$ cat config.mk
export PLATFORM = sky130hd
export DESIGN_NAME = pedal_ramp_and_button_edge_latch_unit
export DESIGN_NICKNAME = d
export VERILOG_FILES = /design/src/rtl/prl_pkg.sv /design/src/rtl/pedal_ramp_and_button_edge_latch_unit.sv /design/src/rtl/prl_step.sv /design/src/rtl/prl_state.sv
export VERILOG_INCLUDE_DIRS = /design/src /design/src/rtl
export SDC_FILE = /design/constraint.sdc
export NUM_CORES = 2
export LEC_CHECK = 0
export BUFFER_PORTS_ARGS = -buffer_cell sky130_fd_sc_hd__buf_2
export CAP_MARGIN = 0
export CORE_MARGIN = 2
export CORE_UTILIZATION = 32
export DETAILED_ROUTE_END_ITERATION = 16
export PLACE_DENSITY_LB_ADDON = 0.08
export SLEW_MARGIN = 20
export SYNTH_ARGS = -nofsm -noshare
export SYNTH_HDL_FRONTEND = slang
export SYNTH_HIERARCHICAL = 1
export SYNTH_SLANG_ARGS = --single-unit
$ cat constraint.sdc
create_clock -name i_clk -period 10.8 [get_ports i_clk]
set_input_delay 0.54 -clock i_clk [delete_from_list [all_inputs] [get_ports i_clk]]
set_output_delay 0.54 -clock i_clk [all_outputs]
set_load 0.05 [all_outputs]
$ cat src/rtl/assert_macros.svh
// assertion macros for the rtl files; prl_state uses them
// no dependencies; each file that asserts includes this header
`ifndef ASSERT_MACROS_SVH
`define ASSERT_MACROS_SVH

// clocked assertion, off while reset is low
`define PRL_ASSERT(label, prop, msg) \
    label: assert property (@(posedge i_clk) disable iff (!i_rst_n) (prop)) \
        else $error(msg);

// clocked assertion that is checked during reset as well
`define PRL_ASSERT_ALWAYS(label, prop, msg) \
    label: assert property (@(posedge i_clk) (prop)) else $error(msg);

`endif

$ cat src/rtl/prl_pkg.sv
// types, constants and helper functions of the pedal ramp and button edge latch
// no dependencies
package prl_pkg;

    localparam int RATE_W  = 20;
    localparam int LEVEL_W = 16;
    localparam int STEER_W = 17;
    localparam int FLAG_W  = 22;
    localparam int PREV_W  = 24;
    localparam int BTN_W   = 32;
    localparam int ELAP_W  = 16;
    localparam int IDX_W   = 2;

    localparam logic [LEVEL_W-1:0]        ONE_Q15   = 16'd32768;
    localparam logic [RATE_W-1:0]         RATE_RST  = 20'd32768;
    localparam logic signed [STEER_W-1:0] STEER_MAX = 17'sd32768;
    localparam logic signed [STEER_W-1:0] STEER_MIN = -17'sd32768;

    localparam logic KIND_TICK    = 1'b0;
    localparam logic KIND_CONSUME = 1'b1;

    localparam logic [IDX_W-1:0] REG_THROTTLE = 2'd0;
    localparam logic [IDX_W-1:0] REG_BRAKE    = 2'd1;
    localparam logic [IDX_W-1:0] REG_STEER    = 2'd2;
    localparam logic [IDX_W-1:0] REG_RETURN   = 2'd3;

    localparam int B_PANEL0    = 18;
    localparam int B_SPACE     = 22;
    localparam int B_RESET     = 23;
    localparam int B_THROTTLE  = 24;
    localparam int B_BRAKE     = 25;
    localparam int B_LEFT      = 26;
    localparam int B_RIGHT     = 27;
    localparam int B_ESC       = 28;
    localparam int B_HORN_BOTH = 29;
    localparam int B_TONE_LOW  = 30;
    localparam int B_TONE_HIGH = 31;
    localparam int MAX_PANELS  = 4;

    typedef struct packed {
        logic [RATE_W-1:0] throttle;
        logic [RATE_W-1:0] brake;
        logic [RATE_W-1:0] steer;
        logic [RATE_W-1:0] steer_return;
    } t_rates;

    typedef struct packed {
        logic              kind;
        logic [BTN_W-1:0]  buttons;
        logic [ELAP_W-1:0] elapsed;
        logic [FLAG_W-1:0] mask;
    } t_item;

    typedef struct packed {
        logic               kind;
        logic [BTN_W-1:0]   buttons;
        logic [FLAG_W-1:0]  mask;
        logic [LEVEL_W-1:0] throttle;
        logic [LEVEL_W-1:0] brake;
        logic [LEVEL_W-1:0] steer;
        logic [LEVEL_W-1:0] steer_return;
    } t_step;

    // rate times dt in q1.15, saturated at one
    function automatic logic [LEVEL_W-1:0] step_of(input logic [RATE_W-1:0] rate,
                                                   input logic [ELAP_W-1:0] dt);
        logic [RATE_W+ELAP_W-1:0] prod;
        logic [RATE_W-1:0]        hi;
        prod = rate * dt;
        hi   = prod[RATE_W+ELAP_W-1:ELAP_W];
        if (hi > RATE_W'(ONE_Q15)) begin
            return ONE_Q15;
        end
        return hi[LEVEL_W-1:0];
    endfunction

    // flags that can ever be set for a given panel count
    function automatic logic [FLAG_W-1:0] valid_flags(input int panels);
        logic [FLAG_W-1:0] m;
        m = FLAG_W'(18'h3FFFF);
        for (int p = 0; p < MAX_PANELS; p++) begin
            if (p < panels) begin
                m[B_PANEL0+p] = 1'b1;
            end
        end
        return m;
    endfunction

endpackage

$ cat src/rtl/pedal_ramp_and_button_edge_latch_unit.sv
// pedal ramp and button edge latch: rate registers, step stage and state stage
// a transaction passes the input, step and state registers before its result is valid
// throughput: one item per cycle unless the output stalls; the four 20x16 step multiplies own one stage
// reset (synchronous, active low): levels, flags and history cleared, rates 32768
// depends on prl_pkg, prl_step and prl_state
module pedal_ramp_and_button_edge_latch_unit import prl_pkg::*; #(
    parameter int PANEL_COUNT = 4
) (
    input  logic                      i_clk,
    input  logic                      i_rst_n,
    input  logic                      i_cfg_we,
    input  logic [IDX_W-1:0]          i_cfg_idx,
    input  logic [RATE_W-1:0]         i_cfg_data,
    input  logic                      i_in_valid,
    output logic                      o_in_ready,
    input  logic                      i_kind,
    input  logic [BTN_W-1:0]          i_buttons,
    input  logic [ELAP_W-1:0]         i_elapsed,
    input  logic [FLAG_W-1:0]         i_consume_mask,
    output logic                      o_out_valid,
    input  logic                      i_out_ready,
    output logic [LEVEL_W-1:0]        o_throttle_out,
    output logic [LEVEL_W-1:0]        o_brake_out,
    output logic signed [STEER_W-1:0] o_steering_out,
    output logic                      o_park_brake,
    output logic                      o_reset_pulse,
    output logic                      o_tone_low,
    output logic                      o_tone_high,
    output logic                      o_quit_flag,
    output logic [FLAG_W-1:0]         o_pending_out
);

    t_rates r_rates;
    t_item  in_item;
    t_step  step;
    logic   step_valid;
    logic   step_ready;

    always_ff @(posedge i_clk) begin
        if (!i_rst_n) begin
            r_rates.throttle     <= RATE_RST;
            r_rates.brake        <= RATE_RST;
            r_rates.steer        <= RATE_RST;
            r_rates.steer_return <= RATE_RST;
        end else if (i_cfg_we) begin
            unique case (i_cfg_idx)
                REG_THROTTLE: r_rates.throttle     <= i_cfg_data;
                REG_BRAKE:    r_rates.brake        <= i_cfg_data;
                REG_STEER:    r_rates.steer        <= i_cfg_data;
                REG_RETURN:   r_rates.steer_return <= i_cfg_data;
                default:      r_rates.throttle     <= r_rates.throttle;
            endcase
        end
    end

    always_comb begin
        in_item.kind    = i_kind;
        in_item.buttons = i_buttons;
        in_item.elapsed = i_elapsed;
        in_item.mask    = i_consume_mask;
    end

    prl_step u_step (
        .i_clk   (i_clk),
        .i_rst_n (i_rst_n),
        .i_valid (i_in_valid),
        .o_ready (o_in_ready),
        .i_item  (in_item),
        .i_rates (r_rates),
        .o_valid (step_valid),
        .i_ready (step_ready),
        .o_step  (step)
    );

    prl_state #(
        .PANEL_COUNT (PANEL_COUNT)
    ) u_state (
        .i_clk           (i_clk),
        .i_rst_n         (i_rst_n),
        .i_valid         (step_valid),
        .o_ready         (step_ready),
        .i_step          (step),
        .o_valid         (o_out_valid),
        .i_ready         (i_out_ready),
        .o_throttle_out  (o_throttle_out),
        .o_brake_out     (o_brake_out),
        .o_steering_out  (o_steering_out),
        .o_park_brake    (o_park_brake),
        .o_reset_pulse   (o_reset_pulse),
        .o_tone_low      (o_tone_low),
        .o_tone_high     (o_tone_high),
        .o_quit_flag     (o_quit_flag),
        .o_pending_out   (o_pending_out)
    );

endmodule

$ cat src/rtl/prl_step.sv
// input register and step stage: four rate-times-dt products, saturated
// depends on prl_pkg
module prl_step import prl_pkg::*; (
    input  logic             i_clk,
    input  logic             i_rst_n,
    input  logic             i_valid,
    output logic             o_ready,
    input  t_item            i_item,
    input  t_rates           i_rates,
    output logic             o_valid,
    input  logic             i_ready,
    output t_step            o_step
);

    logic  r_in_valid;
    t_item r_in;
    logic  r_st_valid;
    t_step r_st;
    t_step n_st;
    logic  st_load;
    logic  in_load;

    assign st_load = !r_st_valid || i_ready;
    assign in_load = !r_in_valid || st_load;

    always_comb begin
        n_st.kind         = r_in.kind;
        n_st.buttons      = r_in.buttons;
        n_st.mask         = r_in.mask;
        n_st.throttle     = step_of(i_rates.throttle, r_in.elapsed);
        n_st.brake        = step_of(i_rates.brake, r_in.elapsed);
        n_st.steer        = step_of(i_rates.steer, r_in.elapsed);
        n_st.steer_return = step_of(i_rates.steer_return, r_in.elapsed);
    end

    always_ff @(posedge i_clk) begin
        if (!i_rst_n) begin
            r_in_valid <= 1'b0;
            r_st_valid <= 1'b0;
        end else begin
            if (in_load) begin
                r_in_valid <= i_valid;
            end
            if (st_load) begin
                r_st_valid <= r_in_valid;
            end
        end
    end

    always_ff @(posedge i_clk) begin
        if (in_load && i_valid) begin
            r_in <= i_item;
        end
        if (st_load && r_in_valid) begin
            r_st <= n_st;
        end
    end

    assign o_ready = in_load;
    assign o_valid = r_st_valid;
    assign o_step  = r_st;

endmodule

$ cat src/rtl/prl_state.sv
// level, edge and flag state with the result register
// depends on prl_pkg and assert_macros.svh
`include "assert_macros.svh"

module prl_state import prl_pkg::*; #(
    parameter int PANEL_COUNT = 4
) (
    input  logic                      i_clk,
    input  logic                      i_rst_n,
    input  logic                      i_valid,
    output logic                      o_ready,
    input  t_step                     i_step,
    output logic                      o_valid,
    input  logic                      i_ready,
    output logic [LEVEL_W-1:0]        o_throttle_out,
    output logic [LEVEL_W-1:0]        o_brake_out,
    output logic signed [STEER_W-1:0] o_steering_out,
    output logic                      o_park_brake,
    output logic                      o_reset_pulse,
    output logic                      o_tone_low,
    output logic                      o_tone_high,
    output logic                      o_quit_flag,
    output logic [FLAG_W-1:0]         o_pending_out
);

    localparam logic [FLAG_W-1:0] VALID_MASK = valid_flags(PANEL_COUNT);

    logic [LEVEL_W-1:0]        r_throttle, n_throttle;
    logic [LEVEL_W-1:0]        r_brake, n_brake;
    logic signed [STEER_W-1:0] r_steer, n_steer;
    logic                      r_park, n_park;
    logic [PREV_W-1:0]         r_prev, n_prev;
    logic [FLAG_W-1:0]         r_pending, n_pending;
    logic                      r_quit, n_quit;

    logic                      r_out_valid;
    logic                      r_out_reset, n_out_reset;
    logic                      r_out_hlow, n_out_hlow;
    logic                      r_out_hhigh, n_out_hhigh;
    logic [FLAG_W-1:0]         r_out_pend, n_out_pend;

    logic                      take;
    logic                      out_load;
    logic [PREV_W-1:0]         rise;
    logic signed [STEER_W+1:0] s_ext;
    logic signed [STEER_W+1:0] s_add;
    logic signed [STEER_W+1:0] s_sub;
    logic signed [STEER_W+1:0] s_add_ret;
    logic signed [STEER_W+1:0] s_sub_ret;

    function automatic logic [LEVEL_W-1:0] ramp(input logic [LEVEL_W-1:0] lvl,
                                                input logic [LEVEL_W-1:0] st,
                                                input logic up);
        logic [LEVEL_W:0] sum;
        sum = {1'b0, lvl} + {1'b0, st};
        if (up) begin
            return (sum > {1'b0, ONE_Q15}) ? ONE_Q15 : sum[LEVEL_W-1:0];
        end
        return (lvl > st) ? (lvl - st) : '0;
    endfunction

    assign out_load = !r_out_valid || i_ready;
    assign take     = i_valid && out_load;

    assign rise      = i_step.buttons[PREV_W-1:0] & ~r_prev;
    assign s_ext     = {{2{r_steer[STEER_W-1]}}, r_steer};
    assign s_add     = s_ext + $signed({3'b0, i_step.steer});
    assign s_sub     = s_ext - $signed({3'b0, i_step.steer});
    assign s_add_ret = s_ext + $signed({3'b0, i_step.steer_return});
    assign s_sub_ret = s_ext - $signed({3'b0, i_step.steer_return});

    always_comb begin
        n_throttle  = r_throttle;
        n_brake     = r_brake;
        n_steer     = r_steer;
        n_park      = r_park;
        n_prev      = r_prev;
        n_pending   = r_pending;
        n_quit      = r_quit;
        n_out_reset = 1'b0;
        n_out_hlow  = 1'b0;
        n_out_hhigh = 1'b0;
        n_out_pend  = r_pending & i_step.mask;
        if (i_step.kind == KIND_TICK) begin
            n_throttle = ramp(r_throttle, i_step.throttle, i_step.buttons[B_THROTTLE]);
            n_brake    = ramp(r_brake, i_step.brake, i_step.buttons[B_BRAKE]);
            if (i_step.buttons[B_LEFT]) begin
                n_steer = (s_add > 19'(STEER_MAX)) ? STEER_MAX : s_add[STEER_W-1:0];
            end else if (i_step.buttons[B_RIGHT]) begin
                n_steer = (s_sub < 19'(STEER_MIN)) ? STEER_MIN : s_sub[STEER_W-1:0];
            end else if (r_steer > 0) begin
                n_steer = (s_sub_ret < 0) ? '0 : s_sub_ret[STEER_W-1:0];
            end else begin
                n_steer = (s_add_ret > 0) ? '0 : s_add_ret[STEER_W-1:0];
            end
            n_park      = r_park ^ rise[B_SPACE];
            n_prev      = i_step.buttons[PREV_W-1:0];
            n_pending   = r_pending | (rise[FLAG_W-1:0] & VALID_MASK);
            n_quit      = r_quit | i_step.buttons[B_ESC];
            n_out_reset = rise[B_RESET];
            n_out_hlow  = i_step.buttons[B_HORN_BOTH] | i_step.buttons[B_TONE_LOW];
            n_out_hhigh = i_step.buttons[B_HORN_BOTH] | i_step.buttons[B_TONE_HIGH];
            n_out_pend  = n_pending;
        end else begin
            n_pending = r_pending & ~i_step.mask;
        end
    end

    always_ff @(posedge i_clk) begin
        if (!i_rst_n) begin
            r_throttle  <= '0;
            r_brake     <= '0;
            r_steer     <= '0;
            r_park      <= 1'b0;
            r_prev      <= '0;
            r_pending   <= '0;
            r_quit      <= 1'b0;
            r_out_valid <= 1'b0;
        end else begin
            if (out_load) begin
                r_out_valid <= i_valid;
            end
            if (take) begin
                r_throttle <= n_throttle;
                r_brake    <= n_brake;
                r_steer    <= n_steer;
                r_park     <= n_park;
                r_prev     <= n_prev;
                r_pending  <= n_pending;
                r_quit     <= n_quit;
            end
        end
    end

    always_ff @(posedge i_clk) begin
        if (take) begin
            r_out_reset <= n_out_reset;
            r_out_hlow  <= n_out_hlow;
            r_out_hhigh <= n_out_hhigh;
            r_out_pend  <= n_out_pend;
        end
    end

    assign o_ready         = out_load;
    assign o_valid         = r_out_valid;
    assign o_throttle_out  = r_throttle;
    assign o_brake_out     = r_brake;
    assign o_steering_out  = r_steer;
    assign o_park_brake    = r_park;
    assign o_reset_pulse   = r_out_reset;
    assign o_tone_low      = r_out_hlow;
    assign o_tone_high     = r_out_hhigh;
    assign o_quit_flag     = r_quit;
    assign o_pending_out   = r_out_pend;

    `PRL_ASSERT(a_throttle_in_range, r_throttle <= ONE_Q15, "throttle out of range")
    `PRL_ASSERT(a_brake_in_range, r_brake <= ONE_Q15, "brake out of range")
    `PRL_ASSERT(a_steer_in_range, r_steer <= STEER_MAX && r_steer >= STEER_MIN, "steer range")
    `PRL_ASSERT(a_no_absent_panel_flag, (r_pending & ~VALID_MASK) == '0, "absent panel flag")
    `PRL_ASSERT(a_quit_sticky, r_quit |=> r_quit, "quit flag cleared")
    `PRL_ASSERT(a_idle_hold, !take |=> $stable(r_pending) && $stable(r_steer), "moved while idle")

endmodule

==> run_results.csv <==
group,metric,value,unit
cts,cts_buffers,52,
drt,drt_wl_total,206000,µm
placed_design,place_ws,2460,ps
synth,synthArstFlopShare,0,
drt,vias,48700,
synth,synth_area_leaders,"fa_1 (32%), ha_1 (11%), edfxtp_1 (10%)",
placed_design,portBuffers,175,
placed_design,dp.final_hpwl,155000,µm
worst_setup_path,start_kind,"flop",
worst_setup_path,cp_max_fo,49,
timing,setup_tns,0,ps
synth,syn_area_per_cell,8.90,µm²
synth,syn_nets,8795,
floorplan,ios,176,
synth,synth_cells,7145,
worst_hold_path,worstHoldPathType,"input pin to flop",
placed_design,placedInstanceArea,0.0669,mm²
run,cap_violations,0,
drt,ant_nets,0,
pwr,finalPower,7230,µW
floorplan,start_util,0.322,
cts,cts_setup_buffers,0,
cts,clk_pin_slew_worst_paths,60,ps
synth,synth_commonest_cells,"inv_1 (1267), nand2_1 (1064), fa_1 (1004), and2_1 (618), ha_1 (548)",
layout,drive_gt1_frac,0.0570,
synth,synth_area,0.0636,mm²
synth,yosysMostFrequentCell,"inv_1",
floorplan,die_y,450,µm
global_routing,grt_usage,0.204,
cts,htreeDepth,2,
cts,clk_latency,710,ps
timing,hold_viol_final,0,
synth,synth_top_area_cell,"fa_1",
layout,fin_nets,8771,
global_routing,antenna_found_initial,6,
drt,wl_per_cell,21.0,µm
synth,synth.distinct_cells,124,
cts,root_buffer,"clkbuf_16",
layout,syn_to_final_growth,8.65,%
timing,finalCritPeriodShare,0.773,
placed_design,place.gp.congestion,0.853,
global_routing,grt_max_degree,81,
worst_setup_path,end_kind,"flop",
synth,synth_top_area_frac,0.316,
floorplan,dieArea,0.202,mm²
timing,worst_pin_slew,1150,ps
timing,rsz0062_at_grt,"false",
pwr,irDropWorstVdd,0.128,mV
global_routing,first_global_vias,51700,
cts,max-clock-path-buffers,3,
drt,drc,0,
global_routing,overflow,0,
worst_setup_path,crit_type,"flop to flop",
synth,yosysSeqAreaShare,0.158,
timing,layout_min_cycle_time,8350,ps
timing,clock.fmax,120,MHz
synth,yosys_most_used_dff,"edfxtp_1",
drt,first_pass_iters,5,
timing,setup_viol,0,
timing,finalMaxSlewViolations,0,
synth,yosysWarnings,6,
cts,cts.sinks,395,
cts,cts_tree,"done",
status,status,"complete, no violations",
synth,yosys_register_bits,395,
worst_setup_path,required,11180,ps
layout,finalInstanceArea,0.0691,mm²
synth,synth-edff-count,215,
drt,drtIter0Drc,2641,
floorplan,core,0.197,mm²
global_routing,grt_pass1_wl,320000,µm
pwr,power_density,105,mW/mm²
timing,relSlewSlack,0.234,
worst_setup_path,worst_ep_arrival_time,8730,ps
timing,fin_ws,2450,ps
pwr,p_leak,0.0323,µW
timing,fin_worst_skew,61.4,ps
layout,num-fill-cells,20600,
drt,avgViaCountPerCell,4.96,
floorplan,std_cell_rows,163,
floorplan,die_x,450,µm
-- path summary, 6_finish.rpt --
kind	startpoint	to	slack (ps)	depth (start not counted)
worst max-delay path	u_step/r_in[26]	u_step/o_step[54]	2450	22
worst min-delay path	i_buttons[16]	u_step/n_st[102]	50	1
worst max register to register	u_step/r_in[26]	u_step/o_step[54]	2450	22
worst min register to register	u_step/n_st[73]	u_step/o_step[73]	420	0
-- flip-flops by register name, summed over array words and instances, names as in the netlist, 16 cells and up --
register and count:
u_state/r_prev 24, r_rates 80, u_state/o_pending_out 22, u_step/o_step 119
u_step/n_st 55, u_step/r_in 16, u_state/r_pending 22, u_state/o_steering_out 17
u_state/o_throttle_out 16, u_state/o_brake_out 16
-- cell families (layout without fill, tap and decap cells) --
logic type,after synthesis,after routing,share of synthesized area
multiplexers,92,92,0.0146
adder cells (fa/ha/maj),1552,1552,0.424
other,0,5,0
AO/OA/AOI/OAI,1028,1028,0.110
AND/OR/NAND/NOR,2307,2307,0.177
buffers and inverters,1631,1650,0.0977
flip-flops,395,395,0.158
XOR/XNOR,140,140,0.0193
-- metrics by stage --
step / std cells / hold slack, ps / utilization
after detailed placement: 9667 / 405 / 0.339
after global routing: 9807 / 15.0 / 0.350
final: 9809 / 50.3 / 0.350
after floorplan: 7145 / 400 / -
after global placement: 9667 / 401 / 0.339
after CTS: 9804 / 0.613 / 0.350
-- placed cells by master, fill, tap and decap left out, types with 12 or more instances in the layout --
cell type / instances
nor2_1: 261
nand2_1: 1063
clkbuf_16: 53
and3_1: 30
nand2b_1: 24
a21o_1: 86
nor4_1: 25
dlygate4sd3_1: 40
o21bai_1: 28
nand3_1: 44
ha_1: 548
a21oi_1: 292
fa_1: 1004
buf_4: 64
nor3_1: 60
o211ai_1: 36
dfxtp_1: 180
nand4_1: 32
a22oi_1: 17
o31ai_1: 23
nor2b_1: 34
and2_1: 616
xnor2_1: 96
a211oi_1: 44
buf_2: 174
a2111oi_0: 13
xor2_1: 44
a31oi_1: 57
o21ai_1: 12
a221oi_1: 20
mux2i_1: 90
o21ai_0: 184
o211a_1: 12
nor3b_1: 22
o21a_1: 26
edfxtp_1: 215
inv_1: 1266
-- critical path: stages, from the launching register on --
cell	delay [ps]
edfxtp_1	750
buf_4	700
and2_1	260
fa_1	390
inv_1	80
fa_1	430
fa_1	510
inv_1	60
fa_1	490
fa_1	490
inv_1	50
fa_1	470
inv_1	40
ha_1	310
a211oi_1	230
o21ai_0	140
a21oi_1	450
nor2_1	190
o311a_1	320
a2111oi_0	930
a2111oi_2	120
a41oi_2	470
a211oi_1	130
-- repair_timing --
action / CTS / global route
gates resized for setup: 0 / 0
hold endpoints to repair: 40 / 0
hold buffers: 40 / 0
-- area by class of cell --
type | count | area [µm²] | area share
multi-input combinational | 5119 | 47300 | 0.685
clock buffer | 69 | 1440 | 0.0208
timing repair buffer | 285 | 1890 | 0.0274
clock inverter | 28 | 283 | 0.00409
sequential | 395 | 10100 | 0.146
tap | 2640 | 3300 | 0.0478
inverter | 1268 | 4760 | 0.0689
antenna | 5 | 12.5 | 0.000181
-- power breakdown --
part	total, µW	switching [µW]	internal [µW]
registers	1920	179	1740
logic	3530	2240	1290
clock network	1790	788	997
total	7230	3210	4030
-- layer usage --
layer  wire length (µm)  vias to the layer above  GRT usage
li1                   -                    22700          -
met5                  0                        -          0
met4               4830                        0     0.0482
met3               7160                      172     0.0192
met1              96300                    24900      0.280
met2              98000                      919      0.345
No activity file was read; power rests on OpenSTA's default activity.
